===== src/hw/rtl/hhrc_pkg.sv =====
// Package for the hip height repetition counter: widths, register indexes,
// reset values, controller state and command/status structs. No dependencies.
`default_nettype none
package hhrc_pkg;
  localparam int unsigned WINDOW_DEPTH_DEF = 32;
  localparam int unsigned CFG_IDX_W = 3;
  localparam int unsigned CFG_DATA_W = 16;

  localparam logic [CFG_IDX_W-1:0] REG_SMOOTH_WEIGHT = 3'd0;
  localparam logic [CFG_IDX_W-1:0] REG_MIN_SWING     = 3'd1;
  localparam logic [CFG_IDX_W-1:0] REG_LAND_RATIO    = 3'd2;
  localparam logic [CFG_IDX_W-1:0] REG_TAKEOFF_RATIO = 3'd3;
  localparam logic [CFG_IDX_W-1:0] REG_COOLDOWN      = 3'd4;

  localparam logic [15:0] SMOOTH_WEIGHT_RST = 16'd58982;
  localparam logic [15:0] MIN_SWING_RST     = 16'd8520;
  localparam logic [15:0] LAND_RATIO_RST    = 16'd36045;
  localparam logic [15:0] TAKEOFF_RATIO_RST = 16'd22938;
  localparam logic [15:0] COOLDOWN_RST      = 16'd320;

  // spike rule: shoulder-hip distance above 30 px, jump above max(50 px, 0.35*sh)
  localparam logic signed [17:0] SPIKE_MIN_SH   = 18'sd480;
  localparam logic [16:0]        SPIKE_MIN_STEP = 17'd800;
  localparam logic [15:0]        SPIKE_SH_RATIO = 16'd22938;

  typedef enum logic [3:0] {
    ST_IDLE, ST_PUSH, ST_SCAN, ST_SMOOTH_TOP, ST_SMOOTH_BOT,
    ST_THRESH, ST_BOUNDS, ST_DECIDE, ST_OUT
  } hhrc_state_t;

  typedef struct packed {
    logic load;
    logic push;
    logic scan_clr;
    logic scan_step;
    logic smooth_top;
    logic smooth_bot;
    logic thresh;
    logic bounds;
    logic decide;
  } hhrc_cmd_t;

  typedef struct packed {
    logic scan_done;
    logic pose;
  } hhrc_stat_t;
endpackage
`default_nettype wire


===== src/hw/rtl/hhrc_ctrl.sv =====
// Controller for the repetition counter: sequences one frame through the
// datapath and runs the result handshake. Depends on hhrc_pkg.
`default_nettype none
module hhrc_ctrl (
  input  wire                 clk,
  input  wire                 rst_n,
  input  wire                 in_valid,
  output logic                in_stall,
  output logic                out_valid,
  input  wire                 out_stall,
  output hhrc_pkg::hhrc_cmd_t cmd,
  input  hhrc_pkg::hhrc_stat_t stat
);
  import hhrc_pkg::*;

  hhrc_state_t state_r, state_nxt;

  always_ff @(posedge clk) begin
    if (!rst_n) state_r <= ST_IDLE;
    else state_r <= state_nxt;
  end

  always_comb begin
    state_nxt = state_r;
    unique case (state_r)
      ST_IDLE:       if (in_valid) state_nxt = ST_PUSH;
      ST_PUSH:       state_nxt = stat.pose ? ST_SCAN : ST_OUT;
      ST_SCAN:       if (stat.scan_done) state_nxt = ST_SMOOTH_TOP;
      ST_SMOOTH_TOP: state_nxt = ST_SMOOTH_BOT;
      ST_SMOOTH_BOT: state_nxt = ST_THRESH;
      ST_THRESH:     state_nxt = ST_BOUNDS;
      ST_BOUNDS:     state_nxt = ST_DECIDE;
      ST_DECIDE:     state_nxt = ST_OUT;
      ST_OUT:        if (!out_stall) state_nxt = ST_IDLE;
      default:       state_nxt = ST_IDLE;
    endcase
  end

  always_comb begin
    cmd = '0;
    in_stall = 1'b1;
    out_valid = 1'b0;
    unique case (state_r)
      ST_IDLE: begin
        in_stall = 1'b0;
        cmd.load = in_valid;
      end
      ST_PUSH: begin
        cmd.push = 1'b1;
        cmd.scan_clr = 1'b1;
      end
      ST_SCAN:       cmd.scan_step = 1'b1;
      ST_SMOOTH_TOP: cmd.smooth_top = 1'b1;
      ST_SMOOTH_BOT: cmd.smooth_bot = 1'b1;
      ST_THRESH:     cmd.thresh = 1'b1;
      ST_BOUNDS:     cmd.bounds = 1'b1;
      ST_DECIDE:     cmd.decide = 1'b1;
      ST_OUT:        out_valid = 1'b1;
      default: ;
    endcase
  end
endmodule
`default_nettype wire


===== config.mk =====
export PLATFORM = sky130hd
export DESIGN_NAME = hhrc_ctrl
export DESIGN_NICKNAME = d
export VERILOG_FILES = /design/src/hw/rtl/hhrc_pkg.sv /design/src/hw/rtl/hhrc_ctrl.sv
export SDC_FILE = /design/constraint.sdc
export NUM_CORES = 1
export LEC_CHECK = 0
export BUFFER_PORTS_ARGS = -buffer_cell sky130_fd_sc_hd__buf_2
export CAP_MARGIN = 20
export CORE_AREA = 2 2 39 41
export CTS_CLUSTER_SIZE = 20
export DETAILED_ROUTE_END_ITERATION = 7
export DIE_AREA = 0 0 41 43
export PLACE_DENSITY = 0.47
export SYNTH_ARGS = -nofsm -noshare
export SYNTH_HDL_FRONTEND = slang
export SYNTH_SLANG_ARGS = --single-unit

===== constraint.sdc =====
create_clock -name clk -period 2.85 [get_ports clk]
set_clock_uncertainty 0.2 [all_clocks]
set_input_delay 0.285 -clock clk [delete_from_list [all_inputs] [get_ports clk]]
set_output_delay 0.285 -clock clk [all_outputs]
set_load 0.02 [all_outputs]

=== After elaboration in Yosys (flattened, before gate mapping) ===
Index checks and enable logic that the tools add are counted.

* Muxes and demuxes: 15
* Eq/ne operators: 11
* Reduce and logical (&&, ||, !) cells: 2

{| class="wikitable"
|+ Operators by type and width
! operator !! count
|-
| $pmux 4 s9 || 1
|-
| $eq 4x3->1 const B || 4
|-
| $mux 4 || 4
|-
| $mux 1 || 9
|-
| $eq 4x2->1 const B || 2
|-
| $ne 2x2->1 const B || 3
|-
| $eq 4x1->1 const B || 1
|-
| $eq 4x4->1 const B || 1
|-
| $logic_not 4->1 || 1
|-
| $reduce_and 3->1 || 1
|-
| $mux 2 || 1
|}

* Register bits after elaboration: 4
* Logic and storage cells: 29
* Output and inout bits: 11
* Bits of input ports: 6

=== Longest topological paths before layout ===
Gate-level depths: netlist of run 1.

* Word-level depth: 3
* Mapped depth: 4

=== Worst setup path after synthesis of run 1 ===
Ideal clock, no wire load.

* Path kind: register to output
* From: register state_r[0]
* To: output port cmd[7] (netlist bit)
* Setup slack: 1.007 ns
* Data arrival time: 1.358 ns
* Required time: 2.365 ns
* Cell stages (with the launch flop): 5
* Path buffers: 2
* Cell sequence: dfxtp_1 buf_2 nand2b_1 nor3_1 buf_4

{| class="wikitable"
|+ RTL lines
! what !! RTL line !! RTL
|-
| from (decl) || hhrc_ctrl.sv:16 || <nowiki>hhrc_state_t state_r, state_nxt;</nowiki>
|-
| from (signal assigned) || hhrc_ctrl.sv:20 || <nowiki>else state_r <= state_nxt;</nowiki>
|-
| to (decl) || hhrc_ctrl.sv:11 || <nowiki>output hhrc_pkg::hhrc_cmd_t cmd,</nowiki>
|}

==> impl_metrics.env, run 1 <==
export IMPL_status="complete, no violations"
export IMPL_fin_nets=63
export IMPL_synth_distinct_cells=21
export IMPL_instances_no_fill=71
export IMPL_top_layer_used="met3"
export IMPL_hold_slack_ns=0.1168
export IMPL_leakage_nw=0.1896
export IMPL_critPathSlowestCell="dfxtp_1"
export IMPL_num_rows=14
export IMPL_route_detailed_drc=0
export IMPL_slew_violations=0
export IMPL_place_ws_ns=1.253
export IMPL_synth_warnings=0
export IMPL_gr_usage_all_layers=0.09337
export IMPL_top_register="state_r"
export IMPL_drive_gt1_frac=0.4000
export IMPL_overflow=0
export IMPL_insertion_delay_ns=0.24
export IMPL_drtIter0Drc=4
export IMPL_place_detailed_hpwl_um=547.6
export IMPL_start_util=0.2197
export IMPL_layout_setup_ws_ns=1.023
export IMPL_ys_seq_area_frac=0.2634
export IMPL_die_height_um=43
export IMPL_wl_um=710
export IMPL_drv_cap=0
export IMPL_layout_commonest_cell="buf_2"
export IMPL_avgSynthCellArea_um2=7.601
export IMPL_wl_per_cell_um=10.00
export IMPL_reg_top3="state_r: 4 flops"
export IMPL_root_buffer="clkbuf_4"
export IMPL_gp_congestion=0.6424
export IMPL_hold_viol_final=0
export IMPL_arrival_ns=1.34
export IMPL_critPathKind="flop to output port"
export IMPL_place_inst=68
export IMPL_max_slew_margin=0.7463
export IMPL_hold_path_class="input pin to flop"
export IMPL_cts_path_max_buffers=2
export IMPL_grt_first_pass_wirelength_mm=1.069
export IMPL_setup_viol=0
export IMPL_io_pins=17
export IMPL_fillers=158
export IMPL_grt_max_degree=11
export IMPL_postCtsHoldBufs=0
export IMPL_fmax_mhz=547.5
export IMPL_finalCritPeriodShare=0.6409
export IMPL_synth_seq_cells=4
export IMPL_grt_antenna_before_repair=0
export IMPL_vias_per_cell=4.507
export IMPL_tns_ns=0
export IMPL_synth_nets=46
export IMPL_largest_register_ffs=4
export IMPL_cp_required_ns=2.37
export IMPL_cts_setup_buffers=0
export IMPL_cts_made_buffers=3
export IMPL_worst_pin_slew_ns=0.3782
export IMPL_dieArea_mm2=0.001763
export IMPL_cts_tree="done"
export IMPL_syn_inst=40
export IMPL_cts_resized_gates=0
export IMPL_area_growth_pct=28.81
export IMPL_htree_levels=1
export IMPL_met2_length_um=289
export IMPL_period_needed_ns=1.827
export IMPL_vdd_ir_drop_max_mv=0.2502
export IMPL_crit_chain="nand2b_1, nor3_1, buf_2"
export IMPL_setup_worst_path_end_class="output port"
export IMPL_clock_sinks=4
export IMPL_final_cell_mix="buf_2, nor2_1, nand2_1"
export IMPL_diodes=0
export IMPL_cellPowerDensity_mw_per_mm2=458.5
export IMPL_grt_setup_unrepaired="false"
export IMPL_via_count=320
export IMPL_core_mm2=0.001384
export IMPL_numPortBuffers=16
export IMPL_grt_pass1_vias=250
export IMPL_synthesis_area_um2=304.0
export IMPL_wl_met1_um=351
export IMPL_dr_wl_met3_um=69
export IMPL_clk_pin_slew_ns=0.03
export IMPL_crit_path_start_kind="flop"
export IMPL_cp_max_fo=10
export IMPL_first_pass_iters=4
export IMPL_slowest_delay_ns=0.50
export IMPL_antenna_left=0
export IMPL_fp_dieW_um=41
worst max-delay path, delay by kind of cell (launching register included):
family | cells | cell delay, ns
buf+inv | 1 | 0.21
flops | 1 | 0.50
simple gates | 2 | 0.40
cell families (layout without fill, tap and decap cells):
| group | Yosys count | after routing | share of synthesized area |
|---|---|---|---|
| compound gates | 5 | 5 | 0.1399 |
| xor+xnor | 1 | 1 | 0.02881 |
| buf+inv | 6 | 21 | 0.1399 |
| flops | 4 | 4 | 0.2634 |
| simple gates | 24 | 24 | 0.4280 |
power by group:
| part | switching [mW] | internal (mW) | total, mW | leakage, nW |
|---|---|---|---|---|
| Combinational | 0.0254 | 0.0166 | 0.0420 | 0.143 |
| Sequential | 0.00689 | 0.0592 | 0.0661 | 0.0326 |
| Clock | 0.0243 | 0.0472 | 0.0715 | 0.0138 |
synthesized netlist by cell type:
library cell | instances | area share
and3_1 | 1 | 0.021
nor4_1 | 1 | 0.021
nand2b_1 | 2 | 0.041
xor2_1 | 1 | 0.029
or3_1 | 1 | 0.021
buf_4 | 1 | 0.025
a21o_1 | 1 | 0.025
dfxtp_1 | 4 | 0.26
and2_2 | 1 | 0.025
a21oi_1 | 1 | 0.016
nor4b_2 | 1 | 0.049
nor2_1 | 6 | 0.074
o211ai_1 | 1 | 0.025
buf_2 | 1 | 0.016
a211oi_1 | 1 | 0.025
nor3_1 | 4 | 0.066
buf_6 | 2 | 0.074
or2b_1 | 2 | 0.049
inv_1 | 2 | 0.025
nand2_1 | 5 | 0.062
a221oi_2 | 1 | 0.049
routing by layer:
| metal | up-vias | track usage |
|---|---|---|
| li1 | 166 | - |
| met1 | 137 | 0.1350 |
| met2 | 17 | 0.1031 |
| met3 | 0 | 0.07853 |
| met4 | 0 | 0.02000 |
| met5 | - | 0 |
final cells by class:
type | instances | area, um2 | area share
clock buffer | 3 | 22.52 | 0.05751
inverter | 2 | 7.507 | 0.01917
multi-input combinational | 30 | 181.4 | 0.4633
sequential | 4 | 80.08 | 0.2045
tap | 16 | 20.02 | 0.05112
timing repair buffer | 16 | 80.08 | 0.2045
worst paths after layout:
kind / slack [ns] / to / from / cells after the start
setup / recovery: 1.02 / cmd[6] / state_r[0]$_SDFFE_PN0P_ / 3
hold / removal: 0.12 / state_r[3]$_SDFFE_PN0P_ / out_stall / 3
setup reg to reg: 1.35 / state_r[3]$_SDFFE_PN0P_ / state_r[2]$_SDFFE_PN0P_ / 3
hold reg to reg: 0.39 / state_r[0]$_SDFFE_PN0P_ / state_r[3]$_SDFFE_PN0P_ / 1
metrics by stage:
stage,total power [mW],utilization,instance area (um2)
after global placement,0.1094,0.2667,369.1
after global routing,0.1938,0.2830,391.6
final,0.1796,0.2830,391.6
after floorplan,0.09912,-,304.0
after detailed placement,0.1093,0.2667,369.1
after CTS,0.1841,0.2830,391.6
(Power assumes the default switching activity.)
==> run 2: changes to the inputs <==
--- a/config.mk
+++ b/config.mk
@@ -11,7 +11,7 @@
 export CTS_CLUSTER_SIZE = 20
 export DETAILED_ROUTE_END_ITERATION = 7
 export DIE_AREA = 0 0 41 43
-export PLACE_DENSITY = 0.47
+export PLACE_DENSITY = 0.49
 export SYNTH_ARGS = -nofsm -noshare
 export SYNTH_HDL_FRONTEND = slang
 export SYNTH_SLANG_ARGS = --single-unit
==> constraint.sdc (replaced) <==
create_clock -name clk -period 1.58 [get_ports clk]
set_clock_uncertainty 0.2 [all_clocks]
set_input_delay 0.158 -clock clk [delete_from_list [all_inputs] [get_ports clk]]
set_output_delay 0.158 -clock clk [all_outputs]
set_load 0.02 [all_outputs]
==> impl_metrics.env, run 2 (synthesized netlist as in run 1, its figures left out) <==
export IMPL_diodes=0
export IMPL_dieArea_mm2=0.001763
export IMPL_grt_pass1_vias=311
export IMPL_setup_viol=0
export IMPL_critPathBufInv=2
export IMPL_period_needed_ns=1.538
export IMPL_clock_sinks=4
export IMPL_leakage_nw=0.2317
export IMPL_arrival_ns=1.18
export IMPL_setup_worst_path_end_class="output port"
export IMPL_clk_pin_slew_ns=0.04
export IMPL_vias_per_cell=4.590
export IMPL_ff2ff_path_depth=3
export IMPL_cts_tree="done"
export IMPL_slowest_delay_ns=0.36
export IMPL_cp_max_fo=7
export IMPL_top_register="state_r"
export IMPL_hold_slack_ns=0.05531
export IMPL_cp_top_family="flip-flops"
export IMPL_register_area_um2=88.84
export IMPL_hold_depth=3
export IMPL_fillers=158
export IMPL_drv_cap=0
export IMPL_tns_ns=0
export IMPL_cts_made_buffers=3
export IMPL_vdd_ir_drop_max_mv=0.3582
export IMPL_multiInputGateArea_um2=214.0
export IMPL_place_detailed_hpwl_um=610.3
export IMPL_drtIter0Drc=13
export IMPL_reg_top3="state_r: 4 flops"
export IMPL_fmax_mhz=650.3
export IMPL_crit_chain="buf_4, nor2_2, and3_1, buf_2"
export IMPL_final_cell_mix="buf_2, buf_4, nand2_1"
export IMPL_layout_commonest_cell="buf_2"
export IMPL_met3_usage=0.03141
export IMPL_wl_per_cell_um=10.94
export IMPL_hold_path_class="input pin to flop"
export IMPL_wl_um=853
export IMPL_antenna_left=0
export IMPL_drive_gt1_frac=0.5484
export IMPL_io_pins=17
export IMPL_num_rows=14
export IMPL_hold_viol_final=0
export IMPL_area_growth_pct=65.84
export IMPL_crit_path_start_kind="flop"
export IMPL_insertion_delay_ns=0.24
export IMPL_core_mm2=0.001384
export IMPL_status="complete, no violations"
export IMPL_die_height_um=43
export IMPL_max_slew_margin=0.7613
export IMPL_critPathKind="flop to output port"
export IMPL_start_util=0.2197
export IMPL_via_count=358
export IMPL_overflow=0
export IMPL_route_detailed_drc=0
export IMPL_gr_usage_met1=0.1442
export IMPL_dpl_cell_area_um2=405.4
export IMPL_postLayoutCellArea_um2=504.2
export IMPL_numPortBuffers=16
export IMPL_htree_levels=1
export IMPL_fin_nets=70
export IMPL_cp_required_ns=1.22
export IMPL_grt_first_pass_wirelength_mm=1.297
export IMPL_grt_antenna_before_repair=0
export IMPL_layout_setup_ws_ns=0.04224
export IMPL_cts_path_max_buffers=2
export IMPL_grt_setup_unrepaired="true"
export IMPL_fp_dieW_um=41
export IMPL_critPathSlowestCell="dfxtp_4"
export IMPL_slew_violations=0
export IMPL_finalCritPeriodShare=0.9733
export IMPL_grtUsageMet2=0.1469
export IMPL_worst_pin_slew_ns=0.3559
export IMPL_place_ws_ns=0.1518
export IMPL_first_pass_iters=4
export IMPL_grt_max_degree=9
export IMPL_gp_congestion=0.8047
export IMPL_gr_usage_all_layers=0.1103
export IMPL_cellPowerDensity_mw_per_mm2=702.3
export IMPL_crit_cells=4
export IMPL_root_buffer="clkbuf_4"
export IMPL_busiest_layer="met2"
export IMPL_largest_register_ffs=4
==> run 2: layout make-up <==
type,instances,area share
Clock buffer,3,0.04466
Multi-Input combinational cell,30,0.4243
Tap cell,16,0.03970
Inverter,2,0.01489
Timing Repair Buffer,23,0.3002
Sequential cell,4,0.1762
==> run 2: metal layers <==
layer,vias to the layer above,routed length (um)
met1,152,365
met5,-,0
met4,0,9
met3,2,89
met2,23,388
li1,181,-
==> run 2: final timing paths <==
path	startpoint	endpoint	slack (ns)
max reg2reg	state_r[1]$_SDFFE_PN0P_	state_r[3]$_SDFFE_PN0P_	0.15
min	stat[0]	state_r[1]$_SDFFE_PN0P_	0.06
max	state_r[1]$_SDFFE_PN0P_	cmd[8]	0.04
min reg2reg	state_r[0]$_SDFFE_PN0P_	state_r[0]$_SDFFE_PN0P_	0.38
==> run 2: where the power goes <==
group,internal [mW],total [mW],switching [mW]
Clock,0.0853,0.132,0.0470
Sequential,0.105,0.119,0.0135
Combinational,0.0484,0.103,0.0545
==> run 2: worst min-delay path: stages <==
cell	delay, ns
buf_2	0.09
o211ai_1	0.08
a21oi_1	0.13
==> run 2: timing repair <==
item | 4_1_cts | 5_1_grt
buffers inserted | 0 | 2
gates resized for setup | 4 | 11
hold buffers | 2 | 0
pin swaps | 0 | 1
hold endpoints to repair | 2 | 0
endpoints found under the setup margin | 6 | 8
==> run 2: through the flow <==
stage            util  power (mW)  instances
6_report       0.3644      0.3541         78
2_1_floorplan       -      0.1823         40
3_5_place_dp   0.2929      0.2064         71
5_1_grt        0.3644      0.3780         78
3_3_place_gp   0.2929      0.2068         71
4_1_cts        0.3282      0.3473         76
==> run 3: changes to the inputs <==
--- a/config.mk
+++ b/config.mk
@@ -5,13 +5,14 @@
 export SDC_FILE = /design/constraint.sdc
 export NUM_CORES = 1
 export LEC_CHECK = 0
+export ABC_AREA = 1
 export BUFFER_PORTS_ARGS = -buffer_cell sky130_fd_sc_hd__buf_2
 export CAP_MARGIN = 20
 export CORE_AREA = 2 2 39 41
 export CTS_CLUSTER_SIZE = 20
 export DETAILED_ROUTE_END_ITERATION = 7
 export DIE_AREA = 0 0 41 43
-export PLACE_DENSITY = 0.49
+export PLACE_DENSITY = 0.47
 export SYNTH_ARGS = -nofsm -noshare
 export SYNTH_HDL_FRONTEND = slang
 export SYNTH_SLANG_ARGS = --single-unit
==> impl_metrics.env, run 3 <==
export IMPL_vdd_ir_drop_max_mv=0.5333
export IMPL_root_buffer="clkbuf_4"
export IMPL_avgSynthCellArea_um2=5.692
export IMPL_die_height_um=43
export IMPL_grt_first_pass_wirelength_mm=1.338
export IMPL_ys_seq_area_frac=0.2759
export IMPL_final_cell_mix="inv_1, buf_4, buf_2"
export IMPL_dpl_cell_area_um2=405.4
export IMPL_largest_register_ffs=4
export IMPL_hold_path_class="input pin to flop"
export IMPL_r2r_setup_slack_ns=0.32
export IMPL_synth_nets=57
export IMPL_worst_pin_slew_ns=0.2141
export IMPL_insertion_delay_ns=0.23
export IMPL_layout_commonest_cell="inv_1"
export IMPL_route_detailed_drc=0
export IMPL_status="complete, no violations"
export IMPL_slew_violations=0
export IMPL_top_register="state_r"
export IMPL_max_slew_margin=0.8562
export IMPL_first_pass_iters=1
export IMPL_grt_pass1_vias=360
export IMPL_postLayoutCellArea_um2=533.0
export IMPL_core_mm2=0.001384
export IMPL_htree_levels=1
export IMPL_place_detailed_hpwl_um=626.2
export IMPL_wl_um=800
export IMPL_synthMuxAreaShare=0
export IMPL_synth_warnings=0
export IMPL_via_count=380
export IMPL_numPortBuffers=16
export IMPL_synth_seq_cells=4
export IMPL_fin_nets=84
export IMPL_dieArea_mm2=0.001763
export IMPL_place_ws_ns=0.1364
export IMPL_synthFlopType="dfxtp_1"
export IMPL_diodes=0
export IMPL_gp_congestion=0.7156
export IMPL_ys_top_cells_by_area="dfxtp_1, inv_1, nand3_1"
export IMPL_power_mw=0.4633
export IMPL_arrival_ns=1.17
export IMPL_synth_distinct_cells=11
export IMPL_clk_pin_slew_ns=0.04
export IMPL_synth_fa_ha_area_frac=0
export IMPL_drv_cap=0
export IMPL_period_needed_ns=1.529
export IMPL_leakage_nw=0.3164
export IMPL_synthArstFlopShare=0
export IMPL_overflow=0
export IMPL_timing_rr_end="state_r[0]$_SDFFE_PN0P_"
export IMPL_synth_xor_area_frac=0
export IMPL_cp_required_ns=1.22
export IMPL_r2r_start="state_r[2]$_SDFFE_PN0P_"
export IMPL_grt_max_degree=8
export IMPL_cellPowerDensity_mw_per_mm2=869.2
export IMPL_wl_per_cell_um=8.696
export IMPL_vias_per_cell=4.130
export IMPL_layout_setup_ws_ns=0.05109
export IMPL_grt_antenna_before_repair=0
export IMPL_clock_sinks=4
export IMPL_fp_dieW_um=41
export IMPL_start_util=0.2098
export IMPL_synthesis_area_um2=290.3
export IMPL_drive_gt1_frac=0.4605
export IMPL_cts_tree="done"
export IMPL_synth_compound_area_share=0.01724
export IMPL_synth_simple_area_share=0.4741
export IMPL_worstHoldStart="stat[0]"
export IMPL_fmax_mhz=654.1
export IMPL_num_rows=14
export IMPL_io_pins=17
export IMPL_area_growth_pct=83.62
export IMPL_hold_depth=5
export IMPL_setup_worst_path_end_class="output port"
export IMPL_synth_edff_count=0
export IMPL_synth_top_cell_area_share=0.2759
export IMPL_finalCritPeriodShare=0.9677
export IMPL_hold_viol_final=0
export IMPL_synth_common_cells="inv_1, nand2_1, nand3_1, nor2_1"
export IMPL_hold_end="state_r[1]$_SDFFE_PN0P_"
export IMPL_yosysMostFrequentCell="inv_1"
export IMPL_synth_top_family_by_area="simple AND/OR/NAND/NOR gates"
export IMPL_yosysTopAreaCell="dfxtp_1"
export IMPL_setup_viol=0
export IMPL_antenna_left=0
export IMPL_cp_max_fo=7
export IMPL_final_util=0.3852
export IMPL_cts_path_max_buffers=2
export IMPL_ff2ff_path_depth=6
export IMPL_tns_ns=0
export IMPL_critPathKind="flop to output port"
export IMPL_reg_top3="state_r: 4 flops"
export IMPL_syn_inst=51
export IMPL_drtIter0Drc=0
export IMPL_gr_usage_all_layers=0.1104
export IMPL_crit_path_start_kind="flop"
export IMPL_grt_setup_unrepaired="true"
export IMPL_cts_made_buffers=3
-- run 3: what timing repair did --
action	CTS	global route
pin swaps	1	1
gates cloned	0	0
endpoints found under the setup margin	10	10
setup buffers	3	2
hold endpoints to repair	4	0
resized for setup	6	10
hold buffers	1	0
-- run 3: kinds of logic (layout without fill, tap and decap cells) --
family,Yosys count,count (layout)
and+or+nand+nor,29,29
buffers and inverters,17,42
DFF,4,4
AOI/OAI and AO/OA,1,1
-- run 3: report_power, final --
part | internal (mW) | leakage [nW] | switching (mW)
logic | 0.0881 | 0.268 | 0.117
clock network | 0.0846 | 0.0138 | 0.0366
registers | 0.114 | 0.0347 | 0.0227
total | 0.287 | 0.316 | 0.176
-- run 3: worst max-delay path, stage by stage, from the launching register on --
cell,delay (ns)
dfxtp_2,0.38
inv_1,0.13
nor4_4,0.24
buf_4,0.18
-- run 3: how the worst max path moves through the flow --
stage,slack [ns],endpoint,cells after the start,start
after floorplan,0.07,cmd[1],4,state_r[2]$_SDFFE_PN0P_
after global placement,0.12,cmd[1],5,state_r[2]$_SDFFE_PN0P_
after detailed placement,0.14,cmd[2],5,state_r[2]$_SDFFE_PN0P_
after CTS,0.02,cmd[8],5,state_r[2]$_SDFFE_PN0P_
after global routing,-0.04,cmd[8],5,state_r[2]$_SDFFE_PN0P_
final,0.05,cmd[6],3,state_r[0]$_SDFFE_PN0P_
-- run 3: routing by layer --
layer  vias up  GRT usage  share of wire
li1        210          -              -
met1       164     0.1383           0.44
met2         6     0.1625           0.52
met3         0    0.04712          0.039
met4         0    0.04000              0
met5         -          0              0
-- run 3: area by class of cell --
class | count | area, um2
well taps | 16 | 20.02
flip-flops and latches | 4 | 87.58
repair buffers | 23 | 162.7
inverters | 16 | 60.06
multi-input cells | 30 | 180.2
clock buffers | 3 | 22.52
fillers | 155 | 850.8
-- run 3: through the flow --
| stage | cells | hold slack [ns] |
|---|---|---|
| 5_1_grt | 92 | 0.1187 |
| 6_report | 92 | 0.08835 |
| 4_1_cts | 90 | 0.08254 |
| 3_3_place_gp | 83 | 0.1781 |
| 2_1_floorplan | 51 | 0.05563 |
| 3_5_place_dp | 83 | 0.1813 |
